[config.mk]
export PLATFORM = sky130hd
export DESIGN_NAME = bms_ctrl
export DESIGN_NICKNAME = d
export VERILOG_FILES = /design/src/hw/rtl/bms_pkg.sv /design/src/hw/rtl/bms_ctrl.sv
export SDC_FILE = /design/constraint.sdc
export NUM_CORES = 1
export LEC_CHECK = 0
export BUFFER_PORTS_ARGS = -buffer_cell sky130_fd_sc_hd__buf_2
export CAP_MARGIN = 15
export CORE_AREA = 2 2 62 52
export DETAILED_ROUTE_END_ITERATION = 7
export DIE_AREA = 0 0 64 54
export PLACE_DENSITY = 0.74
export SLEW_MARGIN = 25
export SYNTH_ARGS = -nofsm -noshare
export SYNTH_HDL_FRONTEND = slang
export SYNTH_SLANG_ARGS = --single-unit
[constraint.sdc]
create_clock -name clk -period 1.95 [get_ports clk]
set_clock_uncertainty 0.2 [all_clocks]
set_input_delay 0.4875 -clock clk [delete_from_list [all_inputs] [get_ports clk]]
set_output_delay 0.4875 -clock clk [all_outputs]
set_load 0.005 [all_outputs]
[src/hw/rtl/bms_pkg.sv]
`timescale 1ns / 1ps
`default_nettype none

package bms_pkg;

  localparam int FRAC_BITS_DEF  = 16;
  localparam int COUNT_BITS_DEF = 8;
  localparam int DECAY_BITS     = 16;
  localparam int CFG_IDX_W      = 3;
  localparam int CFG_DATA_W     = 32;
  localparam int ROOT_STEPS     = 32;
  localparam logic [1:0] LAST_AXIS = 2'd2;

  typedef enum logic [CFG_IDX_W-1:0] {
    REG_MAX_SPEED   = 3'd0,
    REG_MIN_SPEED   = 3'd1,
    REG_DECAY       = 3'd2,
    REG_BODY_LENGTH = 3'd3,
    REG_CENTER_X    = 3'd4,
    REG_CENTER_Y    = 3'd5,
    REG_CENTER_Z    = 3'd6
  } cfg_reg_t;

  typedef struct packed {
    logic signed [31:0] acc_x;
    logic signed [31:0] acc_y;
    logic signed [31:0] acc_z;
    logic [7:0]         neighbor_count;
    logic               flatten;
    logic               pull_to_center;
  } in_word_t;

  typedef struct packed {
    logic signed [31:0] pos_x;
    logic signed [31:0] pos_y;
    logic signed [31:0] pos_z;
    logic signed [31:0] tail_x;
    logic signed [31:0] tail_y;
    logic signed [31:0] tail_z;
    logic signed [31:0] vel_x;
    logic signed [31:0] vel_y;
    logic signed [31:0] vel_z;
  } out_word_t;

  typedef enum logic [5:0] {
    OP_NONE, OP_LOAD, OP_DIFF, OP_DSQ, OP_ACC, OP_SQRT, OP_PKM, OP_PK,
    OP_PDIV, OP_PNKM, OP_PVEL, OP_CNTM, OP_CRDIFF, OP_CRM, OP_CROWD,
    OP_FRM, OP_FEAR, OP_ADDACC, OP_VSQ, OP_VDIV, OP_DIR, OP_MAXS,
    OP_MXM, OP_MXC, OP_MNM, OP_MNC, OP_CLM, OP_CLS, OP_FSM, OP_FSS,
    OP_POS, OP_TLM, OP_TLS, OP_DCM, OP_DCS, OP_OUT
  } dp_op_t;

  typedef enum logic [5:0] {
    S_IDLE, S_DIFF, S_DSQ, S_DACC, S_DSQRT, S_DWAIT, S_PCHK, S_PK,
    S_PDIV, S_PDWAIT, S_PNK, S_PVEL, S_CNT, S_CRDIFF, S_CRM, S_CROWD,
    S_FRM, S_FEAR, S_ADDACC, S_VSQ, S_VACC, S_VSQRT, S_VWAIT, S_VDIV,
    S_VDWAIT, S_DIR, S_MAXS, S_MXM, S_MXC, S_MNM, S_MNC, S_CLB, S_CLM,
    S_CLS, S_FSM, S_FSS, S_POS, S_TLM, S_TLS, S_DCM, S_DCS, S_OUT
  } ctrl_state_t;

  typedef struct packed {
    dp_op_t     op;
    logic [1:0] idx;
  } dp_cmd_t;

  typedef struct packed {
    logic pull;
    logic far;
    logic sqrt_busy;
    logic div_busy;
    logic clamp;
  } dp_status_t;

  // fixed point constants, rounded to nearest
  function automatic longint c_0_02(input int f);
    return ((longint'(2) << f) + 50) / 100;
  endfunction

  function automatic longint c_0_1(input int f);
    return ((longint'(1) << f) + 5) / 10;
  endfunction

  function automatic longint c_0_2(input int f);
    return ((longint'(2) << f) + 5) / 10;
  endfunction

  function automatic longint c_pull(input int f);
    return ((longint'(25) << f) + 50000) / 100000;
  endfunction

  function automatic longint c_thresh(input int f);
    return longint'(200) << f;
  endfunction

  function automatic logic signed [31:0] sat32(input logic signed [69:0] v);
    if (v > 70'sd2147483647) begin
      return 32'sh7fffffff;
    end else if (v < -70'sd2147483648) begin
      return 32'sh80000000;
    end
    return v[31:0];
  endfunction

endpackage

`default_nettype wire

[src/hw/rtl/bms_ctrl.sv]
`timescale 1ns / 1ps
`default_nettype none

module bms_ctrl (
  input  wire logic                clk,
  input  wire logic                rst,
  input  wire logic                item_valid,
  output logic                     item_stall,
  output logic                     result_valid,
  input  wire logic                result_stall,
  output bms_pkg::dp_cmd_t         cmd,
  input  wire bms_pkg::dp_status_t status
);

  bms_pkg::ctrl_state_t state, state_next;
  logic [1:0] idx, idx_next;
  logic       slot_free;
  logic       last;

  assign slot_free = !result_valid || !result_stall;
  assign last      = (idx == bms_pkg::LAST_AXIS);

  always_ff @(posedge clk) begin
    if (rst) begin
      state        <= bms_pkg::S_IDLE;
      idx          <= '0;
      result_valid <= 1'b0;
    end else begin
      state <= state_next;
      idx   <= idx_next;
      if (state == bms_pkg::S_OUT && slot_free) begin
        result_valid <= 1'b1;
      end else if (!result_stall) begin
        result_valid <= 1'b0;
      end
    end
  end

  // per-axis loops leave idx at zero on exit
  always_comb begin
    state_next = state;
    idx_next   = idx;
    unique case (state)
      bms_pkg::S_IDLE:   if (item_valid) state_next = bms_pkg::S_DIFF;
      bms_pkg::S_DIFF:   state_next = status.pull ? bms_pkg::S_DSQ : bms_pkg::S_CNT;
      bms_pkg::S_DSQ:    state_next = bms_pkg::S_DACC;
      bms_pkg::S_DACC: begin
        idx_next   = last ? 2'd0 : idx + 2'd1;
        state_next = last ? bms_pkg::S_DSQRT : bms_pkg::S_DSQ;
      end
      bms_pkg::S_DSQRT:  state_next = bms_pkg::S_DWAIT;
      bms_pkg::S_DWAIT:  if (!status.sqrt_busy) state_next = bms_pkg::S_PCHK;
      bms_pkg::S_PCHK:   state_next = status.far ? bms_pkg::S_PK : bms_pkg::S_CNT;
      bms_pkg::S_PK:     state_next = bms_pkg::S_PDIV;
      bms_pkg::S_PDIV:   state_next = bms_pkg::S_PDWAIT;
      bms_pkg::S_PDWAIT: if (!status.div_busy) state_next = bms_pkg::S_PNK;
      bms_pkg::S_PNK:    state_next = bms_pkg::S_PVEL;
      bms_pkg::S_PVEL: begin
        idx_next   = last ? 2'd0 : idx + 2'd1;
        state_next = last ? bms_pkg::S_CNT : bms_pkg::S_PDIV;
      end
      bms_pkg::S_CNT:    state_next = bms_pkg::S_CRDIFF;
      bms_pkg::S_CRDIFF: state_next = bms_pkg::S_CRM;
      bms_pkg::S_CRM:    state_next = bms_pkg::S_CROWD;
      bms_pkg::S_CROWD:  state_next = bms_pkg::S_FRM;
      bms_pkg::S_FRM:    state_next = bms_pkg::S_FEAR;
      bms_pkg::S_FEAR:   state_next = bms_pkg::S_ADDACC;
      bms_pkg::S_ADDACC: state_next = bms_pkg::S_VSQ;
      bms_pkg::S_VSQ:    state_next = bms_pkg::S_VACC;
      bms_pkg::S_VACC: begin
        idx_next   = last ? 2'd0 : idx + 2'd1;
        state_next = last ? bms_pkg::S_VSQRT : bms_pkg::S_VSQ;
      end
      bms_pkg::S_VSQRT:  state_next = bms_pkg::S_VWAIT;
      bms_pkg::S_VWAIT:  if (!status.sqrt_busy) state_next = bms_pkg::S_VDIV;
      bms_pkg::S_VDIV:   state_next = bms_pkg::S_VDWAIT;
      bms_pkg::S_VDWAIT: if (!status.div_busy) state_next = bms_pkg::S_DIR;
      bms_pkg::S_DIR: begin
        idx_next   = last ? 2'd0 : idx + 2'd1;
        state_next = last ? bms_pkg::S_MAXS : bms_pkg::S_VDIV;
      end
      bms_pkg::S_MAXS:   state_next = bms_pkg::S_MXM;
      bms_pkg::S_MXM:    state_next = bms_pkg::S_MXC;
      bms_pkg::S_MXC:    state_next = bms_pkg::S_MNM;
      bms_pkg::S_MNM:    state_next = bms_pkg::S_MNC;
      bms_pkg::S_MNC:    state_next = bms_pkg::S_CLB;
      bms_pkg::S_CLB:    state_next = status.clamp ? bms_pkg::S_CLM : bms_pkg::S_FSM;
      bms_pkg::S_CLM:    state_next = bms_pkg::S_CLS;
      bms_pkg::S_CLS: begin
        idx_next   = last ? 2'd0 : idx + 2'd1;
        state_next = last ? bms_pkg::S_FSM : bms_pkg::S_CLM;
      end
      bms_pkg::S_FSM:    state_next = bms_pkg::S_FSS;
      bms_pkg::S_FSS: begin
        idx_next   = last ? 2'd0 : idx + 2'd1;
        state_next = last ? bms_pkg::S_POS : bms_pkg::S_FSM;
      end
      bms_pkg::S_POS:    state_next = bms_pkg::S_TLM;
      bms_pkg::S_TLM:    state_next = bms_pkg::S_TLS;
      bms_pkg::S_TLS: begin
        idx_next   = last ? 2'd0 : idx + 2'd1;
        state_next = last ? bms_pkg::S_DCM : bms_pkg::S_TLM;
      end
      bms_pkg::S_DCM:    state_next = bms_pkg::S_DCS;
      bms_pkg::S_DCS: begin
        idx_next   = last ? 2'd0 : idx + 2'd1;
        state_next = last ? bms_pkg::S_OUT : bms_pkg::S_DCM;
      end
      bms_pkg::S_OUT:    if (slot_free) state_next = bms_pkg::S_IDLE;
      default:           state_next = bms_pkg::S_IDLE;
    endcase
  end

  always_comb begin
    item_stall = (state != bms_pkg::S_IDLE);
    cmd.idx    = idx;
    cmd.op     = bms_pkg::OP_NONE;
    unique case (state)
      bms_pkg::S_IDLE:   if (item_valid) cmd.op = bms_pkg::OP_LOAD;
      bms_pkg::S_DIFF:   cmd.op = bms_pkg::OP_DIFF;
      bms_pkg::S_DSQ:    cmd.op = bms_pkg::OP_DSQ;
      bms_pkg::S_DACC:   cmd.op = bms_pkg::OP_ACC;
      bms_pkg::S_DSQRT:  cmd.op = bms_pkg::OP_SQRT;
      bms_pkg::S_PCHK:   cmd.op = bms_pkg::OP_PKM;
      bms_pkg::S_PK:     cmd.op = bms_pkg::OP_PK;
      bms_pkg::S_PDIV:   cmd.op = bms_pkg::OP_PDIV;
      bms_pkg::S_PNK:    cmd.op = bms_pkg::OP_PNKM;
      bms_pkg::S_PVEL:   cmd.op = bms_pkg::OP_PVEL;
      bms_pkg::S_CNT:    cmd.op = bms_pkg::OP_CNTM;
      bms_pkg::S_CRDIFF: cmd.op = bms_pkg::OP_CRDIFF;
      bms_pkg::S_CRM:    cmd.op = bms_pkg::OP_CRM;
      bms_pkg::S_CROWD:  cmd.op = bms_pkg::OP_CROWD;
      bms_pkg::S_FRM:    cmd.op = bms_pkg::OP_FRM;
      bms_pkg::S_FEAR:   cmd.op = bms_pkg::OP_FEAR;
      bms_pkg::S_ADDACC: cmd.op = bms_pkg::OP_ADDACC;
      bms_pkg::S_VSQ:    cmd.op = bms_pkg::OP_VSQ;
      bms_pkg::S_VACC:   cmd.op = bms_pkg::OP_ACC;
      bms_pkg::S_VSQRT:  cmd.op = bms_pkg::OP_SQRT;
      bms_pkg::S_VDIV:   cmd.op = bms_pkg::OP_VDIV;
      bms_pkg::S_DIR:    cmd.op = bms_pkg::OP_DIR;
      bms_pkg::S_MAXS:   cmd.op = bms_pkg::OP_MAXS;
      bms_pkg::S_MXM:    cmd.op = bms_pkg::OP_MXM;
      bms_pkg::S_MXC:    cmd.op = bms_pkg::OP_MXC;
      bms_pkg::S_MNM:    cmd.op = bms_pkg::OP_MNM;
      bms_pkg::S_MNC:    cmd.op = bms_pkg::OP_MNC;
      bms_pkg::S_CLM:    cmd.op = bms_pkg::OP_CLM;
      bms_pkg::S_CLS:    cmd.op = bms_pkg::OP_CLS;
      bms_pkg::S_FSM:    cmd.op = bms_pkg::OP_FSM;
      bms_pkg::S_FSS:    cmd.op = bms_pkg::OP_FSS;
      bms_pkg::S_POS:    cmd.op = bms_pkg::OP_POS;
      bms_pkg::S_TLM:    cmd.op = bms_pkg::OP_TLM;
      bms_pkg::S_TLS:    cmd.op = bms_pkg::OP_TLS;
      bms_pkg::S_DCM:    cmd.op = bms_pkg::OP_DCM;
      bms_pkg::S_DCS:    cmd.op = bms_pkg::OP_DCS;
      bms_pkg::S_OUT:    if (slot_free) cmd.op = bms_pkg::OP_OUT;
      default: ;
    endcase
  end

endmodule

`default_nettype wire

== Word-level counts from Yosys, hierarchy flattened ==
Cells that the tools add are included.
W data, S select, Z words.

* Divide/modulo/power cells: 0
* Equal/unequal tests: 49
* Bitwise gates (word level): 0
* Reductions and logical operators: 10
* Shifts and indexed selects: 0
* $mul: 0
* Add/subtract/negate cells: 1
* $lt $le $gt $ge: 0
* Multiplexer cells: 24

{| class="wikitable"
|+ Operators with widths
! operator !! count
|-
| $pmux W6 S42 || 1
|-
| $pmux W6 S35 || 1
|-
| $eq A6 B5 Y1 const B || 16
|-
| $eq A6 B6 Y1 const B || 10
|-
| $eq A6 B4 Y1 const B || 8
|-
| $mux W6 || 7
|-
| $eq A6 B3 Y1 const B || 4
|-
| $mux W4 || 4
|-
| $eq A6 B2 Y1 const B || 2
|-
| $mux W3 || 4
|-
| $ne A2 B2 Y1 const B || 6
|-
| $mux W2 || 4
|-
| $reduce_or A8 Y1 || 1
|-
| $eq A6 B1 Y1 const B || 1
|-
| $logic_not A6 Y1 || 1
|-
| $reduce_and A6 Y1 || 1
|-
| $reduce_bool A6 Y1 || 1
|-
| $reduce_or A2 Y1 || 2
|-
| $mux W1 || 3
|-
| $add A2 B1 Y2 const B || 1
|-
| $eq A2 B2 Y1 const B || 1
|-
| $logic_not A1 Y1 || 2
|-
| $ne A2 B1 Y1 const B || 1
|-
| $logic_and A1 B1 Y1 || 1
|-
| $logic_or A1 B1 Y1 || 1
|}

* Memories kept: 0
* Bits in latches: 0
* Bits in registers: 9
* Bits in read-only memories: 0
* RAM bits: 0

== Logic depth before layout (Yosys ltp) ==
Gate-level depths: netlist (run 1).

* Word-level depth: 4
* Mapped depth: 8

== Worst setup path after synthesis (run 1) ==
Ideal clock, no wire load.

* Path kind: flip-flop to output port
* Start point: register state[2]
* End point: output port cmd[6] (netlist bit)
* Data arrival time: 1378 ps
* Setup slack: -115 ps
* Cell stages (with the launch flop): 8
* Path buffers: 4
* Cells stage by stage: dfxtp_1 > buf_4 > buf_4 > buf_4 > buf_2 > o21ai_0 > a221oi_1 > o21ai_0

{| class="wikitable"
|+ RTL lines
! element !! RTL line !! text
|-
| start: declaration || bms_ctrl.sv:15 || <nowiki>bms_pkg::ctrl_state_t state, state_next;</nowiki>
|-
| start signal: assignment || bms_ctrl.sv:25 || <nowiki>state <= bms_pkg::S_IDLE;</nowiki>
|-
| start signal: assignment || bms_ctrl.sv:29 || <nowiki>state <= state_next;</nowiki>
|-
| end: declaration || bms_ctrl.sv:11 || <nowiki>output bms_pkg::dp_cmd_t cmd,</nowiki>
|}

==> flow_results.org, run 1 <==
** Final layout
- 0 antenna diodes ended up in the layout.
- Share of post-route cells with drive strength above 1 :: 48.8%
- Number of nets in the final layout :: a little under 300
- From synthesis to final layout, the design area changed by 65.4%.

** STA
- Dividing the final minimum period by the clock period gives 122%.
- Static timing analysis puts the maximum clock frequency at ~0.42 GHz.
- Final Hold Slack :: about 0.29 ns
- Setup repair after global routing could not meet its margin everywhere.
- After layout, the minimum clock period comes to 2.38 ns.
- Min setup slack post-route :: -0.428 ns
- Setup violations remaining at the end of the flow were counted as 10.
- Worst slew pin tran :: about 0.5 ns
- Final Hold Viols :: 0
- Worst slew margin :: 66.4%
- The max-slew violation total from the final report was 0.

** Synthesis
- Library cell with the highest instance count after synthesis :: sky130_fd_sc_hd__a21oi_1
- Register area share after synthesis :: about an eighth
- Post-synth ARST share :: 0%
- In this run the mean area of a mapped cell was approximately 6.6 um2.
- Biggest area contributors in the synthesized netlist :: sky130_fd_sc_hd__dfxtp_1 13%, sky130_fd_sc_hd__a21oi_1 8.1%, sky130_fd_sc_hd__o21ai_0 7.4%, sky130_fd_sc_hd__nand2_1 3.9%, sky130_fd_sc_hd__nand2b_1 3.9%
- Post-synth design cell area :: between 1000 and 1500 um2
- Predominant post-synthesis flop cell :: sky130_fd_sc_hd__dfxtp_1
- In this run, synthesis produced a sequential element count of 9.
- Synthesized netlist cell count :: 216
- Counting every net in the synthesized netlist gives around 230.
- Cell taking the most area after synthesis :: sky130_fd_sc_hd__dfxtp_1
- Yosys printed 0 warnings.
- List of most frequent post-synthesis cells :: 23 x sky130_fd_sc_hd__a21oi_1, 21 x sky130_fd_sc_hd__o21ai_0, 15 x sky130_fd_sc_hd__nand2_1, 11 x sky130_fd_sc_hd__buf_2, 11 x sky130_fd_sc_hd__nor2_1
- Synth unique cells :: 54
- Of the post-synthesis cell area, the dominant cell type holds 12.6%.
- In this run, synthesis inferred 0 flip-flops with an integrated enable.

** Route
- First-pass iteration count of the detailed router :: 6
- Routed vias/inst :: between 7 and 8
- Via count of the routed design :: 2,296
- The first routing iteration left 300 violations.
- Summed over all layers, the routed wires come to 7.02 mm.
- Once detail routing completed, the nets flagged for antenna violations numbered 0.
- After detailed routing, the number of remaining DRC violations is 0.
- Routed wire length per instance :: ~21 um

** Die
- The total area inside the core boundary comes to 2910 um2.
- During I/O placement, the number of pins put on the boundary was 19.
- Area enclosed by the die boundary :: about 3500 um2
- Overall die height :: ~54 um
- Initial core utilization :: 49.1%
- Row generation in the floorplan step produced 18 rows.
- The die is about 64 um wide.

** Placement
- Port buffering added 18 buffers.
- Dpl hpwl :: a little under 4 mm
- GPL Wtd Cong :: 0.973

** Power and ir drop
- Logic pwr share :: a little over four fifths
- Total chip power :: 3.04 mW
- The worst-case IR drop observed on VDD is slightly below 0.8 mV.
- Switching power of the nets :: about 1.5 mW
- Cell internal power was estimated by the tool at ~1.6 mW.
- For this design the static power due to leakage is a little under 1 nW.
- Proportion of power drawn by the clock network :: 5.4%
- Sequential cells account for about a tenth of the total power.
- Of the total power, the share spent switching nets is between 40% and 50%.
- Areal power density over the cells :: ~1300 nW/um2

** Worst setup path
- At the worst endpoint, the required time is approximately 1.3 ns.
- CP max FO :: 4
- The worst setup path is launched from a flip-flop.
- The startpoint identified for the worst register-to-register timing path is state[2].
- Data arrives at the worst endpoint at around 1.7 ns.
- Counting cells, the worst reg-to-reg path comes to 7.
- Tracing the worst setup path back leads to its startpoint at state[2].
- The setup path with the least slack is of type flip-flop to primary output.
- The worst setup path is captured at a primary output.
- Flop2flop setup slack :: -0.24 ns
- Worst R2R End :: state[1]

** CTS
- Count of clock tree sinks :: 9
- Buffers inserted during clock tree synthesis total 3.
- Counting along the longest clock path gives a buffer depth of 2.
- TritonCTS built the clock tree.
- In this run the clock root is driven by a sky130_fd_sc_hd__clkbuf_4.
- The number of hold buffers added after CTS was 0.
- In this run the number of H-tree levels came out at 1.
- Clock-pin slew was measured on the worst setup and hold paths at roughly 0.07 ns.
- Latest clock arrival within the worst-skew pair :: 0.28 ns

** Global routing
- Global routing used 34.2% of the available tracks.
- GR Overflow Total :: 0
- The via count of the first global-routing pass is roughly 1,800.
- The first global-routing pass estimated 8.94 mm of wire.
- Entering global routing, the biggest net connects 25 pins.
- Number of antenna violations at the first check in global routing :: 0

** Run status
- The run finished, with violations left.
- Violations in the final reports :: negative setup slack

** Min path
- Hold Crit Class :: input pin to flip-flop
- Hold Crit Depth :: 3
- HP Start :: result_stall
- Hold Path Sink :: result_valid

** Flow run
- The tool flagged a number of max-cap violations equal to 0.
[stage by stage]
stage | worst slack, ns | util [%] | instances | setup TNS, ns | area, um2
floorplan | -0.00176 | - | 216 | -0.00176 | 1470
global placement | -0.192 | 66.5 | 306 | -0.309 | 1930
detailed placement | -0.196 | 66.5 | 306 | -0.365 | 1930
CTS | -0.275 | 71.5 | 313 | -1.64 | 2080
global route | -0.484 | 81.2 | 327 | -3.04 | 2360
finish | -0.428 | 81.2 | 327 | -2.58 | 2360
[power groups by stage]
stage | Combinational (mW) | Sequential, mW | Clock, mW
after floorplan | 1.11 | 0.245 | 0
after global placement | 1.87 | 0.262 | 0
after detailed placement | 1.88 | 0.265 | 0
after CTS | 2.07 | 0.276 | 0.158
after global routing | 2.66 | 0.306 | 0.166
final | 2.57 | 0.300 | 0.163
[cell usage in the layout (no fill, tap or decap), drive strengths merged, types with 5 or more instances in the layout]
master / netlist / routed
nand4: 6 / 6
nor4: 6 / 6
nor2: 11 / 11
clkbuf: 6 / 6
a31oi: 5 / 5
a21oi: 23 / 23
nand3: 10 / 10
buf: 18 / 88
nand2: 15 / 15
nand2b: 9 / 9
inv: 5 / 5
o21ai: 22 / 22
dfxtp: 9 / 9
nor2b: 8 / 8
[routing by layer]
layer	wire (um)	part of all wire, %	track usage (%)
met1	2660	38	47.1
met2	3020	43	53.3
met3	900	13	7.32
met4	435	6.2	10.9
met5	0	0	0
[worst max path at each step]
stage	end	slack (ns)	cells past startpoint
after global routing	cmd[4]	-0.48	6
after global placement	cmd[3]	-0.19	7
after detailed placement	cmd[3]	-0.20	7
after CTS	cmd[3]	-0.28	7
final	cmd[4]	-0.43	6
after floorplan	cmd[6]	-0.002	7
[layout make-up]
type | instances | area [um2]
Tap cell | 40 | 50.0
Multi-Input combinational cell | 178 | 1280
Clock buffer | 4 | 26.3
Timing Repair Buffer | 91 | 783
Sequential cell | 9 | 194
Inverter | 5 | 21.3
Fill cell | 180 | 546
[flip-flops by register name (all words and copies together) (netlist names)]
| signal | count |
|---|---|
| result_valid | 1 |
| state | 6 |
| idx | 2 |
[critical path, cell delays in order, from the launching register on]
cell and delay (ns):
sky130_fd_sc_hd__dfxtp_4 0.42, sky130_fd_sc_hd__inv_1 0.14, sky130_fd_sc_hd__o21ai_0 0.24, sky130_fd_sc_hd__o211ai_1 0.13, sky130_fd_sc_hd__a21boi_2 0.17, sky130_fd_sc_hd__o22ai_1 0.15, sky130_fd_sc_hd__buf_2 0.16
[cells by family (layout without fill, tap and decap cells)]
| logic type | count (synthesis) | in the layout | share of synthesized area (%) |
|---|---|---|---|
| XOR/XNOR | 3 | 3 | 1.84 |
| AO/OA/AOI/OAI | 84 | 84 | 38.3 |
| flip-flops | 9 | 9 | 12.6 |
| buffers and inverters | 29 | 100 | 10.6 |
| multiplexers | 3 | 3 | 2.11 |
| AND/OR/NAND/NOR | 88 | 88 | 34.5 |
[what timing repair did]
action / CTS / global route
endpoints found under the hold margin: 0 / 0
resized for setup: 23 / 34
endpoints found under the setup margin: 9 / 10
buffers inserted: 2 / 12
pin swaps: 7 / 14
cloned: 1 / 2
Power figures use the tool's default switching activity.
==> run 2, diff against run 1 <==
--- a/config.mk
+++ b/config.mk
@@ -7,10 +7,10 @@
 export LEC_CHECK = 0
 export BUFFER_PORTS_ARGS = -buffer_cell sky130_fd_sc_hd__buf_2
 export CAP_MARGIN = 15
-export CORE_AREA = 2 2 62 52
+export CORE_AREA = 2 2 63 53
 export DETAILED_ROUTE_END_ITERATION = 7
-export DIE_AREA = 0 0 64 54
-export PLACE_DENSITY = 0.74
+export DIE_AREA = 0 0 65 55
+export PLACE_DENSITY = 0.72
 export SLEW_MARGIN = 25
 export SYNTH_ARGS = -nofsm -noshare
 export SYNTH_HDL_FRONTEND = slang
==> run 2 against run 1 <==
Against the previous run: the run still ends with negative setup slack left; final cell count fell by 0.92%; sequential cell count stayed put; setup slack gained 0.16 ns; clock-buffer cell count unchanged; via count decreased by 3.8%; first-iteration DRC count rose by 25%; routed wire length is 6.0% lower; combinational power fell by 7%; register-to-register slack gained 0.17 ns; critical path depth did not move; global-route usage is 0.55 points higher; sequential share of layout area is 0.17 points higher; critical endpoint is now cmd[3]; largest cell class unchanged.
==> flow_results.org, run 2 (synthesis results as in run 1) <==
** CTS
- The TritonCTS buffer count is 3 (unchanged).
- Post-CTS clock slew at the launch and capture registers of the worst setup and hold paths :: 0.04 ns (was 0.07 ns)
- CTS Root Cell :: sky130_fd_sc_hd__clkbuf_8 (was sky130_fd_sc_hd__clkbuf_4)
- Hold-fix buffers at CTS :: 0 (unchanged)
- The TritonCTS sink count is 9 (unchanged).
- The maximum number of buffers from clock root to sink is 2 (unchanged).
- The H-tree depth came to 1 (unchanged).
- Latest clock arrival within the worst-skew pair :: 0.23 ns (was 0.28 ns)
- Clock tree from TritonCTS :: yes (unchanged)

** Placement
- Setup slack at placement :: -0.254 ns (was -0.196 ns)
- GPL Wtd Cong :: 1.00 (was 0.973)
- Dpl hpwl :: 3.90 mm (was 3.94 mm)
- Number of placed instances, taps included :: 309 (was 306)
- Input/output buffers :: 18 (unchanged)

** STA
- Unrepaired setup endpoints after global routing: true (unchanged).
- The hold slack was 0.313 ns (was 0.288 ns).
- The final period utilization is 114% (was 122%).
- The total of endpoints with negative setup slack in the final report is 10 (unchanged).
- Achievable Freq :: 0.450 GHz (was 0.421 GHz)
- The post-route worst setup slack came to -0.272 ns (was -0.428 ns).
- The final critical-path required period came to 2.22 ns (was 2.38 ns).
- Max Transition Viols Final :: 0 (unchanged)
- The transition time of the tightest slew-check pin was 0.423 ns (was 0.500 ns).
- Final Hold Viols :: 0 (unchanged)
- The headroom to the max-slew limit is 71.7% (was 66.4%).

** Worst setup path
- Worst Reg-to-Reg Cells :: 8 (was 7)
- The kind of cell adding the most delay to the critical path is compound AO/OA/AOI/OAI gates (unchanged).
- Data arrival at the endpoint of the critical path :: 1.53 ns (was 1.69 ns)
- Cells along the critical path: buf_12, o21ai_4, a21oi_2, o31a_1, o32ai_2, buf_2 (was inv_1, o21ai_0, o211ai_1, a21boi_2, o22ai_1, buf_2).
- CP max FO :: 8 (was 4)
- Flop2flop setup slack :: -0.07 ns (was -0.24 ns)
- The peak per-stage delay on the critical path is 0.37 ns (was 0.42 ns).
- Worst setup SP type :: flip-flop (unchanged)
- The startpoint of the worst-slack reg-to-reg timing path was state[1] (was state[2]).
- Worst Path Required :: 1.26 ns (about the same)
- Worst path buffer plus inverter count :: 2 (unchanged)
- The critical setup path kind was flip-flop to primary output (unchanged).
- The worst reg2reg path endpoint is state[0] (was state[1]).
- The slowest stage cell on the critical path is sky130_fd_sc_hd__dfxtp_4 (unchanged).
- Capturing element type of the critical path :: primary output (unchanged)

** Die
- Overall die height :: 55 um (was 54 um)
- Initial core utilization :: 48.3% (was 49.1%)
- The cell row count is 18 (unchanged).
- The core footprint was 2950 um2 (was 2910 um2).
- Area enclosed by the die boundary :: 3580 um2 (was 3460 um2)
- Top-level I/O count :: 19 (unchanged)
- Floorplan die width :: 65 um (was 64 um)

** Min path
- The type of the worst min-delay path is flip-flop to flip-flop (was input pin to flip-flop).
- Hold Crit Depth :: 2 (was 3)
- Hold Path Sink :: result_valid (unchanged)
- The startpoint of the most critical hold path was result_valid (was result_stall).

** Global routing
- Vias in the first global route :: 1,888 (was 1,760)
- The pin count of the biggest net entering global routing was 18 (was 25).
- The total grt overflow came to 0 (unchanged).
- First-pass GRT wire length :: 9.19 mm (was 8.94 mm)
- The overall global routing resource usage was 34.7% (was 34.2%).
- The number of antenna violations at the first check in global routing was 0 (unchanged).

** Flow run
- # Max-Cap Violations :: 0 (unchanged)

** Final layout
- Number of nets in the final layout :: 294 (was 297)
- The top register by number of flip-flops is state (unchanged).
- Top flop regs: state: 6 flops, idx: 2 flops, result_valid: 1 flops (unchanged).
- Largest register FFs :: 6 (unchanged)
- Area growth from synthesis to final layout :: 64.2% (was 65.4%)
- The number of inserted filler cells in the final layout was 197 (was 180).
- Top library cells by usage in the layout, fill and taps aside :: 56 x sky130_fd_sc_hd__buf_4, 19 x sky130_fd_sc_hd__a21oi_1, 17 x sky130_fd_sc_hd__buf_2 (was 60 x sky130_fd_sc_hd__buf_4, 18 x sky130_fd_sc_hd__buf_2, 17 x sky130_fd_sc_hd__a21oi_1)
- The share of cells above drive strength 1 came to 48.2% (was 48.8%).
- The post-route non-filler standard cell count was 324 (was 327).
- The most common cell after layout, fill and taps aside was sky130_fd_sc_hd__buf_4 (unchanged).
- The count of inserted antenna diode cells is 0 (unchanged).

** Route
- The number of detailed-route iterations in the first pass is 7 (was 6).
- The detailed-route wire length per cell was 20.4 um (was 21.5 um).
- DRT iter0 DRCs :: 374 (was 300)
- The detailed-route vias per instance is 6.81 (was 7.02).
- The number of nets still failing antenna checks after routing came to 0 (unchanged).
- The total via count in the routed design is 2,208 (was 2,296).
- Final routed DRC violation total :: 0 (unchanged)
- The detailed-route wire length is 6.60 mm (was 7.02 mm).

** Power and ir drop
- Static leakage :: 0.945 nW (was 0.963 nW)
- The worst supply voltage drop on vdd is 0.850 mV (was 0.788 mV).
- Areal power density over the cells :: 1250 nW/um2 (was 1290 nW/um2)

** Run status
- Outcome: finished with violations (unchanged).
- Violations in the final reports :: negative setup slack (unchanged)
## run 2: routing by layer
layer	global-route usage [%]	up-vias	share of wire (%)
met3	9.11	50	14
met1	44.1	993	38
li1	-	958	-
met5	0	-	0
met4	13.5	0	5.8
met2	57.4	207	43
## run 2: through the flow
stage | utilization, % | setup TNS, ns | power (mW) | instance area (um2)
finish | 79.4 | -1.46 | 2.93 | 2340
global route | 79.4 | -2.20 | 3.06 | 2340
CTS | 73.6 | -1.27 | 2.60 | 2170
detailed placement | 65.4 | -0.716 | 2.07 | 1930
global placement | 65.4 | -0.639 | 2.06 | 1930
floorplan | - | -0.00176 | 1.36 | 1470
## run 2: repair_timing
action / CTS / global route
endpoints found under the setup margin: 9 / 13
gates resized for setup: 29 / 44
gates cloned: 2 / 1
pin swaps: 8 / 14
setup buffers: 5 / 4
## run 2: power by group
group / switching (mW) / internal (mW) / total [mW]
clock: 0.0762 / 0.143 / 0.219
sequential: 0.0874 / 0.239 / 0.327
combinational: 1.22 / 1.17 / 2.39
total: 1.38 / 1.55 / 2.93
## run 2: cell type report
cell class / count / area, um2 / area share (%)
Tap cell: 40 / 50.0 / 2.14
Inverter: 5 / 27.5 / 1.18
Clock buffer: 4 / 45.0 / 1.92
Sequential cell: 9 / 196 / 8.39
Timing Repair Buffer: 88 / 731 / 31.2
Multi-Input combinational cell: 178 / 1290 / 55.2
## run 2: worst min-delay path: stages (launching register included)
cell,delay (ns)
sky130_fd_sc_hd__dfxtp_1,0.32
sky130_fd_sc_hd__nand2_1,0.08
sky130_fd_sc_hd__a21oi_1,0.06
## run 2: how the worst max path moves through the flow
stage / start / endpoint / slack (ns) / cells after the start
after floorplan: state[2] / cmd[6] / -0.002 / 7
after global placement: result_stall / cmd[3] / -0.28 / 7
after detailed placement: result_stall / cmd[3] / -0.25 / 7
after CTS: result_stall / cmd[3] / -0.25 / 7
after global routing: state[1] / cmd[5] / -0.29 / 6
final: state[2] / cmd[3] / -0.27 / 6
==> run 3, diff against run 2 <==
==> constraint.sdc (replaced) <==
create_clock -name clk -period 1.95 [get_ports clk]
set_clock_uncertainty 0.2 [all_clocks]
set_input_delay 0.4875 -clock clk [delete_from_list [all_inputs] [get_ports clk]]
set_output_delay 0.4875 -clock clk [all_outputs]
set_load 0.1 [all_outputs]
==> run 3 against run 2 <==
Against the previous run: the run now fails in global routing (5_1_grt); synthesized cell count stayed put; synthesized area did not move.
==> flow_results.org, run 3 <==
** Synthesis
- Cell taking the most area after synthesis :: sky130_fd_sc_hd__dfxtp_1 (unchanged)
- Register area share after synthesis :: 12.6% (unchanged)
- The post-synthesis area per instance is 6.60 um2 (unchanged).
- Biggest area contributors in the synthesized netlist :: sky130_fd_sc_hd__dfxtp_1 13%, sky130_fd_sc_hd__a21oi_1 8.1%, sky130_fd_sc_hd__o21ai_0 7.4%, sky130_fd_sc_hd__nand2_1 3.9%, sky130_fd_sc_hd__nand2b_1 3.9% (unchanged)
- List of most frequent post-synthesis cells: 23 x sky130_fd_sc_hd__a21oi_1, 21 x sky130_fd_sc_hd__o21ai_0, 15 x sky130_fd_sc_hd__nand2_1, 11 x sky130_fd_sc_hd__buf_2, 11 x sky130_fd_sc_hd__nor2_1 (unchanged).
- The number of enable-type register cells in the synthesized netlist is 0 (unchanged).
- The synthesized netlist cell count came to 216 (unchanged).
- The flop and latch count out of synthesis was 9 (unchanged).
- Net count after synthesis :: 225 (unchanged)
- Post-synth ARST share :: 0% (unchanged)
- Library cell with the highest instance count after synthesis :: sky130_fd_sc_hd__a21oi_1 (unchanged)
- The count of warnings emitted by yosys is 0 (unchanged).
- Post-synth design cell area :: 1430 um2 (unchanged)
- The top cell type's share of synthesized area was 12.6% (unchanged).
- The number of different library cells in the post-synthesis netlist was 54 (unchanged).
- Predominant post-synthesis flop cell :: sky130_fd_sc_hd__dfxtp_1 (unchanged)

** Global routing
- Combined global-route utilization of all metal layers :: 80.8%
- Maximum number of pins on one net before global-route repair :: 24
- GR Overflow Total :: 75

** Die
- The effective utilization at floorplan was 48.3% (unchanged).
- Overall die height :: 55 um (unchanged)
- The number of top-level pins came to 19 (unchanged).
- The cell row count came to 18 (unchanged).
- Floorplan die width :: 65 um (unchanged)

** Placement
- Input/output buffers :: 18 (unchanged)
- Setup slack at placement :: -0.378 ns (was -0.254 ns)
- GPL Wtd Cong :: 0.993 (was 1.00)
- The area of placed instances is 2280 um2 (was 1930 um2).
- The half-perimeter wire length after placement is 4.18 mm (was 3.90 mm).

** Run status
- Outcome :: aborted with a tool error (was finished with violations)
- The flow stopped in global routing (5_1_grt).
- The first error in the log reads "[ERROR GRT-0232] Routing congestion too high. Check the congestion heatmap in the GUI".

** STA
- Worst setup endpoint GRT :: cmd[4]
- After the last repair the worst path ends at an output port.

** CTS
- The maximum number of buffers from clock root to sink is 2 (unchanged).
- CTS Root Cell :: sky130_fd_sc_hd__clkbuf_8 (unchanged)
- The H-tree depth came to 1 (unchanged).
- Number of buffers added by the clock tree synthesis step :: 3 (unchanged)
- Count of clock tree sinks :: 9 (unchanged)
[run 3: through the flow]
stage,std cells,TNS [ns]
3_5_place_dp,323,-1.72
4_1_cts,340,-2.23
3_3_place_gp,323,-1.51
2_1_floorplan,216,-2.10
[run 3: logic make-up after synthesis]
| family | count (synthesis) | share of synthesized area (%) |
|---|---|---|
| AO/OA/AOI/OAI | 84 | 38.3 |
| XOR/XNOR | 3 | 1.84 |
| buffers and inverters | 29 | 10.6 |
| flip-flops | 9 | 12.6 |
| multiplexers | 3 | 2.11 |
| AND/OR/NAND/NOR | 88 | 34.5 |
[run 3: per-layer routing]
metal	GRT overflow	GRT usage, %
met4	42	102
met1	1	75.9
met5	0	14.1
met3	0	60.9
met2	32	101
[run 3: what timing repair did]
item / 4_1_cts
endpoints found under the hold margin: 0
setup endpoints to repair: 11
resized for setup: 56
gates cloned: 0
setup buffers: 13
pin swaps: 18
hold buffers: 0
==> run 4, diff against run 3 <==
--- a/config.mk
+++ b/config.mk
@@ -7,10 +7,10 @@
 export LEC_CHECK = 0
 export BUFFER_PORTS_ARGS = -buffer_cell sky130_fd_sc_hd__buf_2
 export CAP_MARGIN = 15
-export CORE_AREA = 2 2 63 53
+export CORE_AREA = 2 2 67 69
 export DETAILED_ROUTE_END_ITERATION = 7
-export DIE_AREA = 0 0 65 55
-export PLACE_DENSITY = 0.72
+export DIE_AREA = 0 0 69 71
+export PLACE_DENSITY_LB_ADDON = 0.15
 export SLEW_MARGIN = 25
 export SYNTH_ARGS = -nofsm -noshare
 export SYNTH_HDL_FRONTEND = slang
==> constraint.sdc (replaced) <==
create_clock -name clk -period 2.5 [get_ports clk]
set_clock_uncertainty 0.2 [all_clocks]
set_input_delay 0.625 -clock clk [delete_from_list [all_inputs] [get_ports clk]]
set_output_delay 0.625 -clock clk [all_outputs]
set_load 0.1 [all_outputs]
==> run 4 against run 3 <==
Against the previous run: the flow now finishes, with violations (negative setup slack).
==> flow_results.org, run 4 (synthesis results as in run 1) <==
** Run status
- Outcome :: finished with violations (was aborted with a tool error)
- Violations in the final reports :: negative setup slack

** CTS
- Count of clock tree sinks :: 9 (unchanged)
- Post-CTS clock slew at the launch and capture registers of the worst setup and hold paths :: 0.05 ns
- Clock H-tree levels :: 1 (unchanged)
- The post-cts hold buffer count is 0 (unchanged).
- CTS Root Cell :: sky130_fd_sc_hd__clkbuf_8 (unchanged)
- Clock tree from TritonCTS :: yes
- Latest clock arrival within the worst-skew pair :: 0.23 ns
- Maximum clock path buffer count :: 2 (unchanged)
- The TritonCTS buffer count is 3 (unchanged).

** Die
- After floorplanning, the core was sized to cover 4200 um2.
- Initial core utilization :: 33.9% (was 48.3%)
- Top-level I/O count :: 19 (unchanged)
- Area enclosed by the die boundary :: between 4000 and 5000 um2
- The horizontal extent of the die is 69 um (was 65 um).
- Overall die height :: 71 um (was 55 um)
- Standard-cell rows :: 24 (was 18)

** Worst setup path
- The worst setup path is of the input pin to primary output kind.
- Worst Path Required :: 1.67 ns
- Worst setup SP type :: input pin
- CP max FO :: 2
- Flop2flop setup slack :: about 0.37 ns
- Largest stage delay on the critical path :: around 0.27 ns
- STA puts the critical path data arrival time at ~1.7 ns.
- The critical path goes through buf_6, and2_4, o21ai_4, a21oi_2, o31a_1, o32ai_4, buf_12.
- The largest individual stage delay along the critical path comes from the cell sky130_fd_sc_hd__o31a_1.
- Cell class contributing the biggest share of worst-path delay :: compound AO/OA/AOI/OAI gates
- The critical path contains buffers and inverters numbering 2 combined.
- STA classifies the critical path endpoint as a primary output.

** Placement
- The routability-driven placement congestion ratio came to 0.911 (was 0.993).
- The half-perimeter wire length after placement came to 3.69 mm (was 4.18 mm).
- The number of buffers inserted by port buffering was 18 (unchanged).
- The instance count after placement with tap cells included was 291 (was 323).

** Final layout
- Largest register FFs :: 6
- Top flop regs :: state: 6 flops, idx: 2 flops, result_valid: 1 flops
- Number of non-filler instances in the completed layout :: just under 300
- Inserted Diodes :: 0
- Fill count :: 418
- The area growth from synthesis to layout is 45.5%.
- Commonest non-fill, non-tap cell in the layout :: sky130_fd_sc_hd__buf_4
- Top library cells by usage in the layout, fill and taps aside :: 26 x sky130_fd_sc_hd__buf_4, 22 x sky130_fd_sc_hd__a21oi_1, 15 x sky130_fd_sc_hd__nand2_1
- Register with the most flip-flops :: state
- Number of nets in the final layout :: roughly 260
- Share of post-route cells with drive strength above 1 :: between 30% and 40%

** STA
- In the post-route analysis, the smallest setup slack over all paths is -0.00468 ns.
- Post-route minimum period :: around 2.5 ns
- Worst slew pin tran :: 0.483 ns
- Max Transition Viols Final :: 0
- The final hold violation count was 0.
- Final Hold Slack :: approximately 0.3 ns
- Setup repair after global routing could not meet its margin everywhere.
- In this run the tightest slew margin relative to its limit is between 60% and 70%.
- Derived from the worst setup path, the maximum achievable clock frequency is approximately 0.4 GHz.
- Final-report setup violation count :: 1
- The final critical path takes up 100% of the cycle.

** Route
- Across all layers, the routed design uses 1,894 vias.
- Routed wire length per instance :: between 15 and 20 um
- After detailed routing, the number of vias per cell comes to roughly 6.4.
- After detailed routing, the number of remaining DRC violations is 0.
- For this block, the routed nets add up to roughly 5.3 mm of wire.
- The pre-antenna-repair detailed-routing pass consisted of 5 iterations.
- Routed Antenna Nets :: 0
- DRT iter0 DRCs :: ~250

** Power and ir drop
- In this run the power density over the cells is 1210 nW/um2.
- For this design the static power due to leakage is 0.758 nW.
- IR analysis of the VDD net gives a maximum drop of slightly below 0.7 mV.
- Power comes to 2.51 mW.

** Flow run
- Across the run, the number of max-cap violations was 0.

** Global routing
- The via count of the first global-routing pass is 1,634.
- The number of antenna violations at the first check in global routing came to 0.
- First-pass GRT wire length :: 8.15 mm
- Combined global-route utilization of all metal layers :: ~20%
- Entering global routing, the biggest net connects 29 pins.
- GR Overflow Total :: 0

** Min path
- Hold Crit Class :: flip-flop to flip-flop
## run 4: final cells by class
class | count | area, um2 | area share (%)
tap | 52 | 65.1 | 3.13
sequential | 9 | 199 | 9.58
timing repair buffer | 50 | 504 | 24.3
inverter | 5 | 23.8 | 1.15
clock buffer | 4 | 45.0 | 2.17
multi-input combinational | 178 | 1240 | 59.7
## run 4: worst paths after layout
| kind | endpoint | from | depth (start not counted) |
|---|---|---|---|
| setup / recovery | cmd[3] | result_stall | 7 |
| hold / removal | result_valid | result_valid | 2 |
| setup reg to reg | state[0] | state[1] | 7 |
| hold reg to reg | result_valid | result_valid | 2 |
## run 4: report_power, final
group,leakage [nW],internal (mW),switching [mW]
Sequential,0.0774,0.187,0.0788
Combinational,0.658,0.829,1.24
Clock,0.0228,0.111,0.0565
## run 4: metal layers
metal	vias to the layer above	global-route usage (%)	routed length, um
li1	881	-	-
met1	885	26.6	2230
met2	114	34.5	2490
met3	14	4.42	417
met4	0	2.40	150
met5	-	0	0
## run 4: tightest hold or removal path: stages (launching register included)
cell and delay (ns):
sky130_fd_sc_hd__dfxtp_2 0.32, sky130_fd_sc_hd__nand2_1 0.07, sky130_fd_sc_hd__a21oi_1 0.06
## run 4: through the flow
stage	TNS [ns]	util, %	setup WS [ns]	instance area (um2)
6_report	-0.00468	49.4	-0.00468	2080
3_5_place_dp	-0.167	44.6	-0.167	1880
3_3_place_gp	-0.138	44.6	-0.138	1880
2_1_floorplan	-0.124	-	-0.123	1540
5_1_grt	-0.0444	49.4	-0.0269	2080
4_1_cts	-0.107	46.6	-0.0695	1960
## run 4: timing repair
| action | 4_1_cts | 5_1_grt |
|---|---|---|
| gates cloned | 0 | 2 |
| resized for setup | 15 | 20 |
| endpoints found under the setup margin | 6 | 6 |
| buffers inserted | 0 | 1 |
| pin swaps | 5 | 4 |
